==> config.mk <==
export PLATFORM = sky130hd
export DESIGN_NAME = rational_resampler_dc_blocker_flat
export DESIGN_NICKNAME = d
export VERILOG_FILES = /design/src/rrdc_pkg.sv /design/src/rrdc_in_if.sv /design/src/rrdc_out_if.sv /design/src/rrdc_mul.sv /design/src/rational_resampler_dc_blocker.sv /design/src/flat_wrapper.sv
export SDC_FILE = /design/constraint.sdc
export NUM_CORES = 2
export LEC_CHECK = 0
export BUFFER_PORTS_ARGS = -buffer_cell sky130_fd_sc_hd__buf_2
export CAP_MARGIN = 15
export CORE_MARGIN = 2
export CORE_UTILIZATION = 65
export DETAILED_ROUTE_END_ITERATION = 7
export PLACE_DENSITY = 0.81
export SYNTH_ARGS = -nofsm -noshare
export SYNTH_HDL_FRONTEND = slang
export SYNTH_SLANG_ARGS = --single-unit
==> constraint.sdc <==
create_clock -name i_clk -period 21.9 [get_ports i_clk]
set_input_delay 3.285 -clock i_clk [delete_from_list [all_inputs] [get_ports i_clk]]
set_output_delay 3.285 -clock i_clk [all_outputs]
set_load 0.05 [all_outputs]
==> src/rrdc_pkg.sv <==
// ----------------------------------------------------------------------------
// rrdc_pkg
// Shared types, widths, register indexes and multiplier operation codes for
// the rational resampler with DC-blocking output filter.
// ----------------------------------------------------------------------------
package rrdc_pkg;

    // Field widths
    localparam int ELAPSED_W = 6;
    localparam int LEVEL_W   = 16;
    localparam int CFG_W     = 21;
    localparam int CHARGE_W  = 16;
    localparam int ACC_W     = 28;
    localparam int CAP_W     = 33;
    localparam int DIFF_W    = 34;
    localparam int CFG_IDX_W = 2;

    // Burst limit and the counter that tracks it
    localparam int BURST_MAX = 64;
    localparam int CNT_W     = $clog2(BURST_MAX + 1);

    // Default output saturation width
    localparam int SAMPLE_BITS_DEF = 16;

    // Shared multiplier operand widths
    localparam int MUL_A_W  = 22;
    localparam int MUL_B_W  = 17;
    localparam int MUL_P_W  = MUL_A_W + MUL_B_W;
    // Low slice of the filter difference fed to the multiplier
    localparam int DLO_W    = 17;

    // Register indexes
    localparam logic [CFG_IDX_W-1:0] REG_CYCLES  = 2'd0;
    localparam logic [CFG_IDX_W-1:0] REG_SAMPLES = 2'd1;
    localparam logic [CFG_IDX_W-1:0] REG_CHARGE  = 2'd2;

    // Register reset values
    localparam logic [CFG_W-1:0]    CYCLES_RST  = 21'd65536;
    localparam logic [CFG_W-1:0]    SAMPLES_RST = 21'd3000;
    localparam logic [CHARGE_W-1:0] CHARGE_RST  = 16'd65300;

    // Multiplier operation codes
    localparam logic [1:0] MUL_PHASE = 2'd0;
    localparam logic [1:0] MUL_LO    = 2'd1;
    localparam logic [1:0] MUL_HI    = 2'd2;

    typedef logic        [ELAPSED_W-1:0] t_elapsed;
    typedef logic signed [LEVEL_W-1:0]   t_level;
    typedef logic        [CFG_W-1:0]     t_cfg_data;
    typedef logic        [CFG_IDX_W-1:0] t_cfg_idx;
    typedef logic        [CHARGE_W-1:0]  t_charge;
    typedef logic signed [DIFF_W-1:0]    t_diff;
    typedef logic signed [MUL_P_W-1:0]   t_prod;

endpackage

==> src/rrdc_in_if.sv <==
// ----------------------------------------------------------------------------
// rrdc_in_if
// Input channel: elapsed machine cycles and the current stereo level.
// ----------------------------------------------------------------------------
interface rrdc_in_if;
    logic              valid;
    logic              ready;
    rrdc_pkg::t_elapsed elapsed_cycles;
    rrdc_pkg::t_level   level_left;
    rrdc_pkg::t_level   level_right;

    modport source (output valid, elapsed_cycles, level_left, level_right, input ready);
    modport sink   (input valid, elapsed_cycles, level_left, level_right, output ready);
endinterface

==> src/rrdc_out_if.sv <==
// ----------------------------------------------------------------------------
// rrdc_out_if
// Output channel: one DC-blocked stereo sample per beat.
// ----------------------------------------------------------------------------
interface rrdc_out_if;
    logic             valid;
    logic             ready;
    rrdc_pkg::t_level out_left;
    rrdc_pkg::t_level out_right;
    logic             last_of_burst;

    modport source (output valid, out_left, out_right, last_of_burst, input ready);
    modport sink   (input valid, out_left, out_right, last_of_burst, output ready);
endinterface

==> src/rrdc_mul.sv <==
// ----------------------------------------------------------------------------
// rrdc_mul
// Shared signed multiplier with operand selection and a registered product.
// ----------------------------------------------------------------------------
module rrdc_mul (
    input  logic                  i_clk,
    input  logic [1:0]            i_op,
    input  rrdc_pkg::t_cfg_data   i_samples,
    input  rrdc_pkg::t_elapsed    i_elapsed,
    input  rrdc_pkg::t_diff       i_diff,
    input  rrdc_pkg::t_charge     i_charge,
    output rrdc_pkg::t_prod       o_prod
);
    import rrdc_pkg::*;

    logic signed [MUL_A_W-1:0] w_a;
    logic signed [MUL_B_W-1:0] w_b;
    t_prod                     r_prod;

    always_comb begin
        unique case (i_op)
            MUL_PHASE: begin
                w_a = MUL_A_W'({1'b0, i_samples});
                w_b = MUL_B_W'({1'b0, i_elapsed});
            end
            MUL_LO: begin
                w_a = MUL_A_W'({1'b0, i_diff[DLO_W-1:0]});
                w_b = MUL_B_W'({1'b0, i_charge});
            end
            MUL_HI: begin
                // Upper slice keeps the sign of the difference.
                w_a = MUL_A_W'($signed(i_diff[DIFF_W-1:DLO_W]));
                w_b = MUL_B_W'({1'b0, i_charge});
            end
            default: begin
                w_a = '0;
                w_b = '0;
            end
        endcase
    end

    always_ff @(posedge i_clk) begin
        r_prod <= MUL_P_W'(w_a) * MUL_P_W'(w_b);
    end

    assign o_prod = r_prod;

endmodule

==> src/rational_resampler_dc_blocker.sv <==
// ----------------------------------------------------------------------------
// rational_resampler_dc_blocker
// Phase-accumulator rate converter with a one-pole DC blocker per channel.
// ----------------------------------------------------------------------------
//  Channel   Dir  Handshake         Payload
//  i_in      in   valid / ready     elapsed_cycles, level_left, level_right
//  o_out     out  valid / ready     out_left, out_right, last_of_burst
//  i_cfg_*   in   write enable      index (2 bits), data (21 bits)
//
//  An item emits n samples, n being at most 64, and an output stall holds it;
//  with REG_CYCLES at zero it returns to idle after the accumulator update.
//  The phase product is registered in the multiplier before that update.
//  Each sample passes the DIFF, MLO, MHI, SUM and CAP states per channel on
//  the one shared multiplier and a compare step, then one beat on o_out.
//  Reset loads the register defaults and clears the accumulator and capacitors.
//  i_in.ready is high only while the block is idle; an output stall holds it.
// ----------------------------------------------------------------------------
module rational_resampler_dc_blocker #(
    parameter int SAMPLE_BITS = rrdc_pkg::SAMPLE_BITS_DEF
) (
    input  logic                i_clk,
    input  logic                i_rst_n,
    input  logic                i_cfg_we,
    input  rrdc_pkg::t_cfg_idx  i_cfg_index,
    input  rrdc_pkg::t_cfg_data i_cfg_data,
    rrdc_in_if.sink             i_in,
    rrdc_out_if.source          o_out
);
    import rrdc_pkg::*;

    localparam logic [3:0] S_IDLE = 4'd0;
    localparam logic [3:0] S_ACC  = 4'd1;
    localparam logic [3:0] S_CHK  = 4'd2;
    localparam logic [3:0] S_DIFF = 4'd3;
    localparam logic [3:0] S_MLO  = 4'd4;
    localparam logic [3:0] S_MHI  = 4'd5;
    localparam logic [3:0] S_SUM  = 4'd6;
    localparam logic [3:0] S_CAP  = 4'd7;
    localparam logic [3:0] S_EMIT = 4'd8;
    localparam logic [3:0] S_MPH  = 4'd9;

    localparam int SAT_W = SAMPLE_BITS + 20;
    localparam logic signed [SAT_W-1:0] SAT_HI = SAT_W'((64'sd1 <<< (SAMPLE_BITS - 1)) - 1);
    localparam logic signed [SAT_W-1:0] SAT_LO = -SAT_HI - SAT_W'(1);

    localparam int SUM_W = 51;
    localparam int NC_W  = 36;
    localparam logic signed [NC_W-1:0] CAP_HI = NC_W'((64'sd1 <<< (CAP_W - 1)) - 1);
    localparam logic signed [NC_W-1:0] CAP_LO = -CAP_HI - NC_W'(1);
    localparam logic [ACC_W-1:0] ACC_MAX = '1;

    logic [3:0]               r_state;
    t_cfg_data                r_cycles;
    t_cfg_data                r_samples;
    t_charge                  r_charge;
    logic [ACC_W-1:0]         r_acc;
    logic signed [CAP_W-1:0]  r_cap_l;
    logic signed [CAP_W-1:0]  r_cap_r;
    logic [CNT_W-1:0]         r_cnt;
    logic                     r_ch;
    t_elapsed                 r_elapsed;
    t_level                   r_lvl_l;
    t_level                   r_lvl_r;
    t_diff                    r_d;
    t_prod                    r_plo;
    logic signed [SUM_W-1:0]  r_sum;
    t_level                   r_out_l;
    t_level                   r_out_r;
    logic                     r_last;

    logic [1:0]               w_mul_op;
    t_prod                    w_prod;
    t_level                   w_level;
    logic signed [31:0]       w_in_q;
    logic signed [CAP_W-1:0]  w_cap;
    logic [ACC_W:0]           w_acc_sum;
    logic signed [DIFF_W:0]   w_rnd;
    logic signed [SAT_W-1:0]  w_s;
    t_level                   w_samp;
    logic signed [NC_W-1:0]   w_nc;
    logic signed [CAP_W-1:0]  w_nc_sat;
    logic                     w_cfg_hit;
    logic                     w_more;

    always_comb begin
        unique case (r_state)
            S_MLO:   w_mul_op = MUL_LO;
            S_MHI:   w_mul_op = MUL_HI;
            default: w_mul_op = MUL_PHASE;
        endcase
    end

    rrdc_mul u_mul (
        .i_clk     (i_clk),
        .i_op      (w_mul_op),
        .i_samples (r_samples),
        .i_elapsed (r_elapsed),
        .i_diff    (r_d),
        .i_charge  (r_charge),
        .o_prod    (w_prod)
    );

    assign w_level   = r_ch ? r_lvl_r : r_lvl_l;
    assign w_cap     = r_ch ? r_cap_r : r_cap_l;
    assign w_in_q    = {w_level, 16'h0000};
    assign w_acc_sum = (ACC_W+1)'(r_acc) + (ACC_W+1)'(w_prod[ACC_W-2:0]);

    // Sample: round half up, then clip to the configured sample width.
    assign w_rnd = (DIFF_W+1)'(r_d) + (DIFF_W+1)'(32768);
    assign w_s   = SAT_W'($signed(w_rnd[DIFF_W:16]));
    always_comb begin
        priority if (w_s > SAT_HI) begin
            w_samp = SAT_HI[LEVEL_W-1:0];
        end else if (w_s < SAT_LO) begin
            w_samp = SAT_LO[LEVEL_W-1:0];
        end else begin
            w_samp = w_s[LEVEL_W-1:0];
        end
    end

    // New capacitor from the rounded product of difference and charge.
    assign w_nc = NC_W'(w_in_q) - NC_W'($signed(r_sum[SUM_W-1:16]));
    always_comb begin
        priority if (w_nc > CAP_HI) begin
            w_nc_sat = CAP_HI[CAP_W-1:0];
        end else if (w_nc < CAP_LO) begin
            w_nc_sat = CAP_LO[CAP_W-1:0];
        end else begin
            w_nc_sat = w_nc[CAP_W-1:0];
        end
    end

    assign w_cfg_hit = i_cfg_we && (i_cfg_index == REG_CYCLES ||
                                    i_cfg_index == REG_SAMPLES ||
                                    i_cfg_index == REG_CHARGE);
    assign w_more    = (r_cnt < CNT_W'(BURST_MAX)) && (r_acc >= ACC_W'(r_cycles));

    always_ff @(posedge i_clk) begin
        if (!i_rst_n) begin
            r_state   <= S_IDLE;
            r_cycles  <= CYCLES_RST;
            r_samples <= SAMPLES_RST;
            r_charge  <= CHARGE_RST;
            r_acc     <= '0;
            r_cap_l   <= '0;
            r_cap_r   <= '0;
            r_cnt     <= '0;
            r_ch      <= 1'b0;
            r_last    <= 1'b0;
        end else begin
            unique case (r_state)
                S_IDLE: begin
                    if (i_in.valid) begin
                        r_state <= S_MPH;
                    end
                end
                // The multiplier forms the phase step from the captured item.
                S_MPH: r_state <= S_ACC;
                S_ACC: begin
                    r_acc <= w_acc_sum[ACC_W] ? ACC_MAX : w_acc_sum[ACC_W-1:0];
                    r_cnt <= '0;
                    r_state <= (r_cycles == '0) ? S_IDLE : S_CHK;
                end
                S_CHK: begin
                    if (w_more) begin
                        r_acc   <= r_acc - ACC_W'(r_cycles);
                        r_ch    <= 1'b0;
                        r_state <= S_DIFF;
                    end else begin
                        r_state <= S_IDLE;
                    end
                end
                S_DIFF: r_state <= S_MLO;
                S_MLO:  r_state <= S_MHI;
                S_MHI:  r_state <= S_SUM;
                S_SUM:  r_state <= S_CAP;
                S_CAP: begin
                    if (r_ch) begin
                        r_cap_r <= w_nc_sat;
                        // The next sample of this burst would be past the limit
                        // or lack the phase for it.
                        r_last  <= (r_cnt == CNT_W'(BURST_MAX - 1)) ||
                                   (r_acc < ACC_W'(r_cycles));
                        r_state <= S_EMIT;
                    end else begin
                        r_cap_l <= w_nc_sat;
                        r_ch    <= 1'b1;
                        r_state <= S_DIFF;
                    end
                end
                S_EMIT: begin
                    if (o_out.ready) begin
                        r_cnt   <= r_cnt + CNT_W'(1);
                        r_state <= S_CHK;
                    end
                end
                default: r_state <= S_IDLE;
            endcase

            if (w_cfg_hit) begin
                unique case (i_cfg_index)
                    REG_CYCLES:  r_cycles  <= i_cfg_data;
                    REG_SAMPLES: r_samples <= i_cfg_data;
                    default:     r_charge  <= i_cfg_data[CHARGE_W-1:0];
                endcase
                r_acc   <= '0;
                r_cap_l <= '0;
                r_cap_r <= '0;
            end
        end
    end

    // Datapath registers without reset.
    always_ff @(posedge i_clk) begin
        if (r_state == S_IDLE && i_in.valid) begin
            r_elapsed <= i_in.elapsed_cycles;
            r_lvl_l   <= i_in.level_left;
            r_lvl_r   <= i_in.level_right;
        end
        if (r_state == S_DIFF) begin
            r_d <= DIFF_W'(w_in_q) - DIFF_W'(w_cap);
        end
        if (r_state == S_MLO) begin
            if (r_ch) begin
                r_out_r <= w_samp;
            end else begin
                r_out_l <= w_samp;
            end
        end
        if (r_state == S_MHI) begin
            r_plo <= w_prod;
        end
        if (r_state == S_SUM) begin
            r_sum <= (SUM_W'(w_prod) <<< DLO_W) + SUM_W'(r_plo) + SUM_W'(32768);
        end
    end

    assign i_in.ready          = (r_state == S_IDLE);
    assign o_out.valid         = (r_state == S_EMIT);
    assign o_out.out_left      = r_out_l;
    assign o_out.out_right     = r_out_r;
    assign o_out.last_of_burst = r_last;

    // A taken item blocks the input until its burst is finished.
    a_busy_after_accept: assert property (@(posedge i_clk) disable iff (!i_rst_n)
        i_in.valid && i_in.ready |=> !i_in.ready)
        else $error("input accepted while an item is in progress");

    // The final beat of a burst returns the block to idle.
    a_last_ends_burst: assert property (@(posedge i_clk) disable iff (!i_rst_n)
        o_out.valid && o_out.ready && o_out.last_of_burst |-> ##2 (r_state == S_IDLE))
        else $error("burst continued after its final beat");

    // A beat that is not final is followed by another sample.
    a_more_follows: assert property (@(posedge i_clk) disable iff (!i_rst_n)
        o_out.valid && o_out.ready && !o_out.last_of_burst |-> ##2 (r_state == S_DIFF))
        else $error("burst ended without a final beat");

    // The burst counter never passes the limit.
    a_cnt_bound: assert property (@(posedge i_clk) disable iff (!i_rst_n)
        r_cnt <= CNT_W'(BURST_MAX))
        else $error("burst counter overflow");

endmodule

==> src/flat_wrapper.sv <==
// flat-port wrapper written by rule: the top's interface ports become plain ports
module rational_resampler_dc_blocker_flat import rrdc_pkg::*;
#(
    parameter int SAMPLE_BITS = rrdc_pkg::SAMPLE_BITS_DEF
)
  (i_clk, i_rst_n, i_cfg_we, i_cfg_index, i_cfg_data, i_in_valid, i_in_elapsed_cycles, i_in_level_left, i_in_level_right, i_in_ready, o_out_valid, o_out_out_left, o_out_out_right, o_out_last_of_burst, o_out_ready);
  rrdc_in_if i_in_i ();
  rrdc_out_if o_out_i ();
  input  logic i_clk;
  input  logic i_rst_n;
  input  logic i_cfg_we;
  input  rrdc_pkg::t_cfg_idx i_cfg_index;
  input  rrdc_pkg::t_cfg_data i_cfg_data;
  input wire logic [$bits(i_in_i.valid)-1:0] i_in_valid;
  input wire logic [$bits(i_in_i.elapsed_cycles)-1:0] i_in_elapsed_cycles;
  input wire logic [$bits(i_in_i.level_left)-1:0] i_in_level_left;
  input wire logic [$bits(i_in_i.level_right)-1:0] i_in_level_right;
  output wire logic [$bits(i_in_i.ready)-1:0] i_in_ready;
  output wire logic [$bits(o_out_i.valid)-1:0] o_out_valid;
  output wire logic [$bits(o_out_i.out_left)-1:0] o_out_out_left;
  output wire logic [$bits(o_out_i.out_right)-1:0] o_out_out_right;
  output wire logic [$bits(o_out_i.last_of_burst)-1:0] o_out_last_of_burst;
  input wire logic [$bits(o_out_i.ready)-1:0] o_out_ready;
  assign i_in_i.valid = i_in_valid;
  assign i_in_i.elapsed_cycles = i_in_elapsed_cycles;
  assign i_in_i.level_left = i_in_level_left;
  assign i_in_i.level_right = i_in_level_right;
  assign i_in_ready = i_in_i.ready;
  assign o_out_valid = o_out_i.valid;
  assign o_out_out_left = o_out_i.out_left;
  assign o_out_out_right = o_out_i.out_right;
  assign o_out_last_of_burst = o_out_i.last_of_burst;
  assign o_out_i.ready = o_out_ready;
  rational_resampler_dc_blocker #(.SAMPLE_BITS(SAMPLE_BITS)) u_core (.i_clk(i_clk), .i_rst_n(i_rst_n), .i_cfg_we(i_cfg_we), .i_cfg_index(i_cfg_index), .i_cfg_data(i_cfg_data), .i_in(i_in_i), .o_out(o_out_i));
endmodule
* Word level (Yosys, flattened, before mapping)
Index checks and enable logic that the tools add are counted.
** Cells by class
- Add/sub/neg operators :: 8
- Multipliers :: 1
- Order comparisons :: 7
- Equal/unequal tests :: 17
- Muxes and demuxes :: 22
- Bitwise operators :: 3
- Reductions and logical operators :: 27
** Operators by type and width (number)
- $mux W33 :: 3
- $pmux W22 S3 :: 1
- $mux W28 :: 2
- $pmux W28 S2 :: 1
- $add A51 B17 Y51 const B :: 1
- $add A51 B39 Y51 :: 1
- $mux W16 :: 3
- $pmux W4 S10 :: 1
- $mul A22 B17 Y39 :: 1
- $gt A36 B33 Y1 const B :: 1
- $lt A36 B33 Y1 const B :: 1
- $sub A32 B35 Y36 :: 1
- $add A34 B17 Y35 const B :: 1
- $sub A32 B33 Y34 :: 1
- $pmux W16 S2 :: 1
- $add A28 B29 Y29 :: 1
- $ge A28 B21 Y1 :: 1
- $lt A28 B21 Y1 :: 1
- $sub A28 B21 Y28 :: 1
- $reduce_and A2 Y1 :: 11
- $logic_not A21 Y1 :: 1
- $gt A19 B16 Y1 const B :: 1
- $lt A19 B16 Y1 const B :: 1
- $eq A4 B3 Y1 const B :: 4
- 24 further kinds :: 43
** Storage, ports and cells
- Bits in registers :: 398
- Input port bits :: 66
- Output and inout port bits :: 35
- Word-level logic and storage cells :: 104

* Depth between registers and ports, before layout
- Depth in word-level cells :: 6
- Mapped depth :: 34
- Depth with buffers taken out :: 31

* Hierarchy
Synthesis repeated with hierarchy kept, for this count alone.
** Unflattened totals
- Cell total of the unflattened synthesis :: 3738
- Area total of the unflattened synthesis :: 33694.8 um^2
** Modules (own cells, without submodules)
- rational_resampler_dc_blocker :: instances 1, cells each 2084, area an instance 19459.9 um^2, sequential area each 8197.9 um^2
- rrdc_mul :: instances 1, cells each 1654, area an instance 14234.9 um^2, sequential area each 780.7 um^2

* Worst setup path after synthesis
OpenSTA, ideal clock, no wires.
- Path type :: register -> register
- Start :: register u_core.r_state[2]
- End :: register u_core.u_mul.r_prod[37] (netlist: u_core.u_mul.o_prod[37])
- Library setup time :: 0.132 ns
- Arrival time :: 8.293 ns
- Required time :: 21.768 ns
- Slack :: 13.475 ns
- Stages on the path, launching flop included :: 34
- Buffers on the path :: 4
- Period minus slack after synthesis :: 8.425 ns
- Cell sequence :: dfxtp_1 -> clkbuf_1 -> nand2b_1 -> nor2_1 -> nand2_1 -> inv_1 -> ha_1 -> clkbuf_1 -> clkbuf_1 -> a22oi_1 -> and2_1 -> clkbuf_1 -> nor2_1 -> nand2_1 -> fa_1 -> fa_1 -> fa_1 -> inv_1 -> fa_1 -> fa_1 -> inv_1 -> fa_1 -> inv_1 -> ha_1 -> and4_1 -> nand2_1 -> nand3b_1 -> a221o_1 -> a31oi_1 -> o21ai_0 -> o41a_1 -> o31ai_1 -> a311oi_1 -> xor2_1
** Between the ends
- Longest elaborated chain between the ends :: 6
- Elaborated cells between the ends (all ways) :: 10
- Those cells by class :: 1 x mul; 4 x eq/ne; 3 x mux; 2 x reduce/logical
** RTL lines
- start: declaration :: line rational_resampler_dc_blocker.sv:52 : logic [3:0] r_state;
- start signal: assignment :: line rational_resampler_dc_blocker.sv:162 : r_state <= (r_cycles == '0) ? S_IDLE : S_CHK;
- $eq A4 B3 Y1 :: line rational_resampler_dc_blocker.sv:86 : unique case (r_state)
- $pmux W2 S2 (*) :: line rational_resampler_dc_blocker.sv:86
- $eq A2 B2 Y1 or $eq A2 B1 Y1 (tied branches) :: line rrdc_mul.sv:21 : unique case (i_op)
- $reduce_or A2 Y1 (no line)
- $pmux W16 S2 :: line rrdc_mul.sv:21
- $mul A22 B17 Y39 (*) :: line rrdc_mul.sv:43 : r_prod <= MUL_P_W'(w_a) * MUL_P_W'(w_b);
- end signal: assignment :: line rrdc_mul.sv:43
- end: declaration :: line rrdc_mul.sv:18 : t_prod r_prod;
Mark *: on every way between the ends. The rest lies on a longest branch, timed or not.
A chain may end at the register's enable or synchronous reset.

* Worst setup path after layout
- Start :: register u_core.r_state[3]
- End :: register u_core.u_mul.r_prod[37] (netlist: u_core.u_mul.o_prod[37])
Same word-level chain as after synthesis.

==> impl_results.md <==
* MaxCap Viol Count at 0
* Sequential element share of the synthesized area at between 20% and 30%
* Post-cts sizing count at 0
* Sequential group share of total power at roughly a quarter
* Vias in the first global route at roughly 25000
* Fin crit share at 46.43%
* Required @ worst endpoint at around 22 ns
* YS warnings at 0
* Fin util at a little over two thirds
* Reported net switching power at 1.687 mW
* Die Y at 229.4 um
* Post-DP HPWL at 69090 um
* Synthesized instance count at 3588
* DR WL met2 at 39220 um
* Status: finished, violations left
* Clock share of power at 17.4%
* Clk sinks at 367
* Clock buffer depth at 3
* Leak at 15.81 nW
* Combinational power share at 58.4%
* Clock-pin slew on the worst setup and hold paths at around 0.06 ns
* Detailed-route via count at about 26000
* Total CTS buffers at 37
* Initial Util at 65.83%
* # port buffers at 100
* Area leader, netlist: fa_1
* Final hold vios at 0
* Startpoint types: register
* Worst hold path class: reg2reg
* Slowest stage delay, CP at ~0.86 ns
* Clock root cell: clkbuf_16
* Arrival time worst endpoint at approximately 11 ns
* CP dominant cell by count: fa_1
* F_max at slightly below 0.1 GHz
* Synth Cell Area at 0.03303 mm2
* Final Max Slew Viols at 0
* Synth cell count leaders: 502 x inv_1, 481 x nand2_1, 351 x fa_1, 300 x nor2_1, 223 x ha_1
* Distinct cells, synth at 91
* Clock Latency Late Sink at between 0.5 and 0.6 ns
* CTS tree: yes
* Total track usage at 33.52%
* Slowest stage cell, crit path: nor2_1
* Max H-tree Level at 2
* DR vias/cell at between 6 and 7
* Final setup fails at 0
* Crit path max fanout at 32
* Area Growth Syn to Fin at 6.792%
* PwrDens at 105.5 mW/mm2
* Fillers at 3790
* Clock Skew at 0.02080 ns
* GP Congestion at 1.011
* Initial antenna violation count at 1
* Slew headroom at 27.90%
* Layout cells sized above 1 at 6.782%
* Antenna-violating nets left at 0
* Total congestion overflow at 0
* Count leader, synth: inv_1
* Worst vdd ir at about 0.18 mV
* Row count at 82
* EDFF count, synth at 163
* Largest net degree at the start of global routing at 69
* Initial DRC Count at 2847
* Post-Route WL at 87060 um
* Asr flop ratio synth at 0%
* CP Capture Type: register
* Top post-synthesis cells by area: fa_1 21%, edfxtp_1 15%, dfxtp_1 12%
* Residual DRC at 8
* Violated checks: DRC
* Met1 WL at 35310 um
* CTS Hold Bufs at 0
* Mean Syn Cell Area at between 9 and 10 um2
* Core Box Area at 0.05017 mm2
* Top Ports at 101
* DR top layer: met5
* First drt pass iteration count at 8
* Nets at 4269
* Post-CTS Setup Bufs at 0
* Setup_tns at 0 ns
* Die area at between 0.05 and 0.06 mm2
* DR WL met3 at 9278 um
* Cell-internal power at 2.036 mW
* Antenna Cells at 0
* Global-route wire length before repair at 138300 um
* Worst-margin pin slew at 1.077 ns
* Die outline width at 229.4 um
* Post-synth top area share at 21.28%
* Avg WL per Cell at 20.11 um
* Syn Nets at 4228
* Ys flop type: dfxtp_1
* Switch share at 45.32%
* Clock period minus worst slack at 10.17 ns
* Yosys reg bits at 367
* Crit Path Class: reg2reg
* Unrepaired setup endpoints after global routing: no
path summary, 6_finish.rpt:
path,from,endpoint,slack (ns),cells past startpoint
setup reg to reg,u_core.r_state[3],u_core.u_mul.o_prod[37],11.73,29
setup / recovery,u_core.r_state[3],u_core.u_mul.o_prod[37],11.73,29
hold reg to reg,u_core.r_cycles[3],u_core.r_cycles[3],0.47,2
hold / removal,u_core.r_cycles[3],u_core.r_cycles[3],0.47,2
metal layers:
metal | GRT usage, % | vias to the layer above
met1 | 46.63 | 12670
met2 | 51.82 | 1343
met5 | 0 | -
met3 | 7.657 | 210
met4 | 11.65 | 2
li1 | - | 12060
state kept, by name, summed over array words and instances, names as in the netlist, 21 cells and up:
signal / flops
u_core.r_cycles: 21
u_core.r_acc: 28
u_core.r_plo: 24
u_core.r_samples: 21
u_core.u_mul.o_prod: 39
u_core.r_cap_l: 33
u_core.r_sum: 35
u_core.r_cap_r: 33
u_core.r_d: 34
logic make-up after synthesis:
kind of cell | count (synthesis) | synth area share (%)
xor+xnor | 188 | 4.985
fa+ha+maj | 574 | 29.72
buf+inv | 626 | 7.383
compound gates | 657 | 13.74
mux | 49 | 1.546
simple gates | 1127 | 15.44
flops | 367 | 27.18
critical path, delay by kind of cell, from the launching register on:
family / cells / cell delay (ns)
AOI/OAI and AO/OA: 6 / 1.94
xor gates and xnor gates: 1 / 0.17
adders and majority gates: 8 / 3.68
buffers and inverters: 6 / 0.87
DFF: 1 / 0.62
and+or+nand+nor: 8 / 2.74
power groups by stage:
| stage | Clock, mW | Combinational [mW] | Sequential, mW |
|---|---|---|---|
| 4_1_cts | 0.651 | 2.14 | 0.900 |
| 2_1_floorplan | 0 | 1.57 | 0.871 |
| 3_3_place_gp | 0 | 2.08 | 0.913 |
| 6_report | 0.646 | 2.17 | 0.903 |
| 3_5_place_dp | 0 | 2.10 | 0.913 |
| 5_1_grt | 0.679 | 2.42 | 0.905 |
cells in the final DEF (no fill, tap or decap), types with 15 or more instances in the layout:
cell type and n:
a221o_1 55, o21ai_0 123, nand3_1 48, a211oi_1 18, and2_1 36, a21boi_0 43, mux2_2 16, fa_1 351
mux2i_1 33, nand2_1 481, ha_1 223, xnor2_1 123, o211ai_1 16, a31oi_1 17, inv_1 503, nor2b_1 28
a21oi_1 154, nor2_1 297, clkbuf_16 39, nand2b_1 50, o21a_1 34, a21o_1 56, dfxtp_1 203, xor2_1 65
edfxtp_1 163, nor3_1 61, buf_2 100, nand4_1 20, buf_4 25, or3_1 15
through the flow:
step | cells | area (um2) | hold WS, ns | power (mW) | setup WS, ns
6_report | 4329 | 35270 | 0.4701 | 3.722 | 11.73
5_1_grt | 4329 | 35270 | 0.4919 | 4.003 | 11.11
4_1_cts | 4328 | 35260 | 0.4705 | 3.687 | 11.90
3_5_place_dp | 4261 | 34040 | 0.4622 | 3.012 | 11.93
3_3_place_gp | 4261 | 34040 | 0.4474 | 2.989 | 12.23
2_1_floorplan | 3588 | 33030 | 0.3855 | 2.439 | 13.47
cell type report:
type | count | area [um2] | share of cell area [%]
Clock buffer | 43 | 991.0 | 2.810
Clock inverter | 24 | 227.7 | 0.6456
Sequential cell | 367 | 8982 | 25.47
Tap cell | 672 | 840.8 | 2.384
Multi-Input combinational cell | 2595 | 21650 | 61.37
Inverter | 502 | 1884 | 5.342
Timing Repair Buffer | 126 | 699.4 | 1.983
Power figures use the tool's default switching activity.
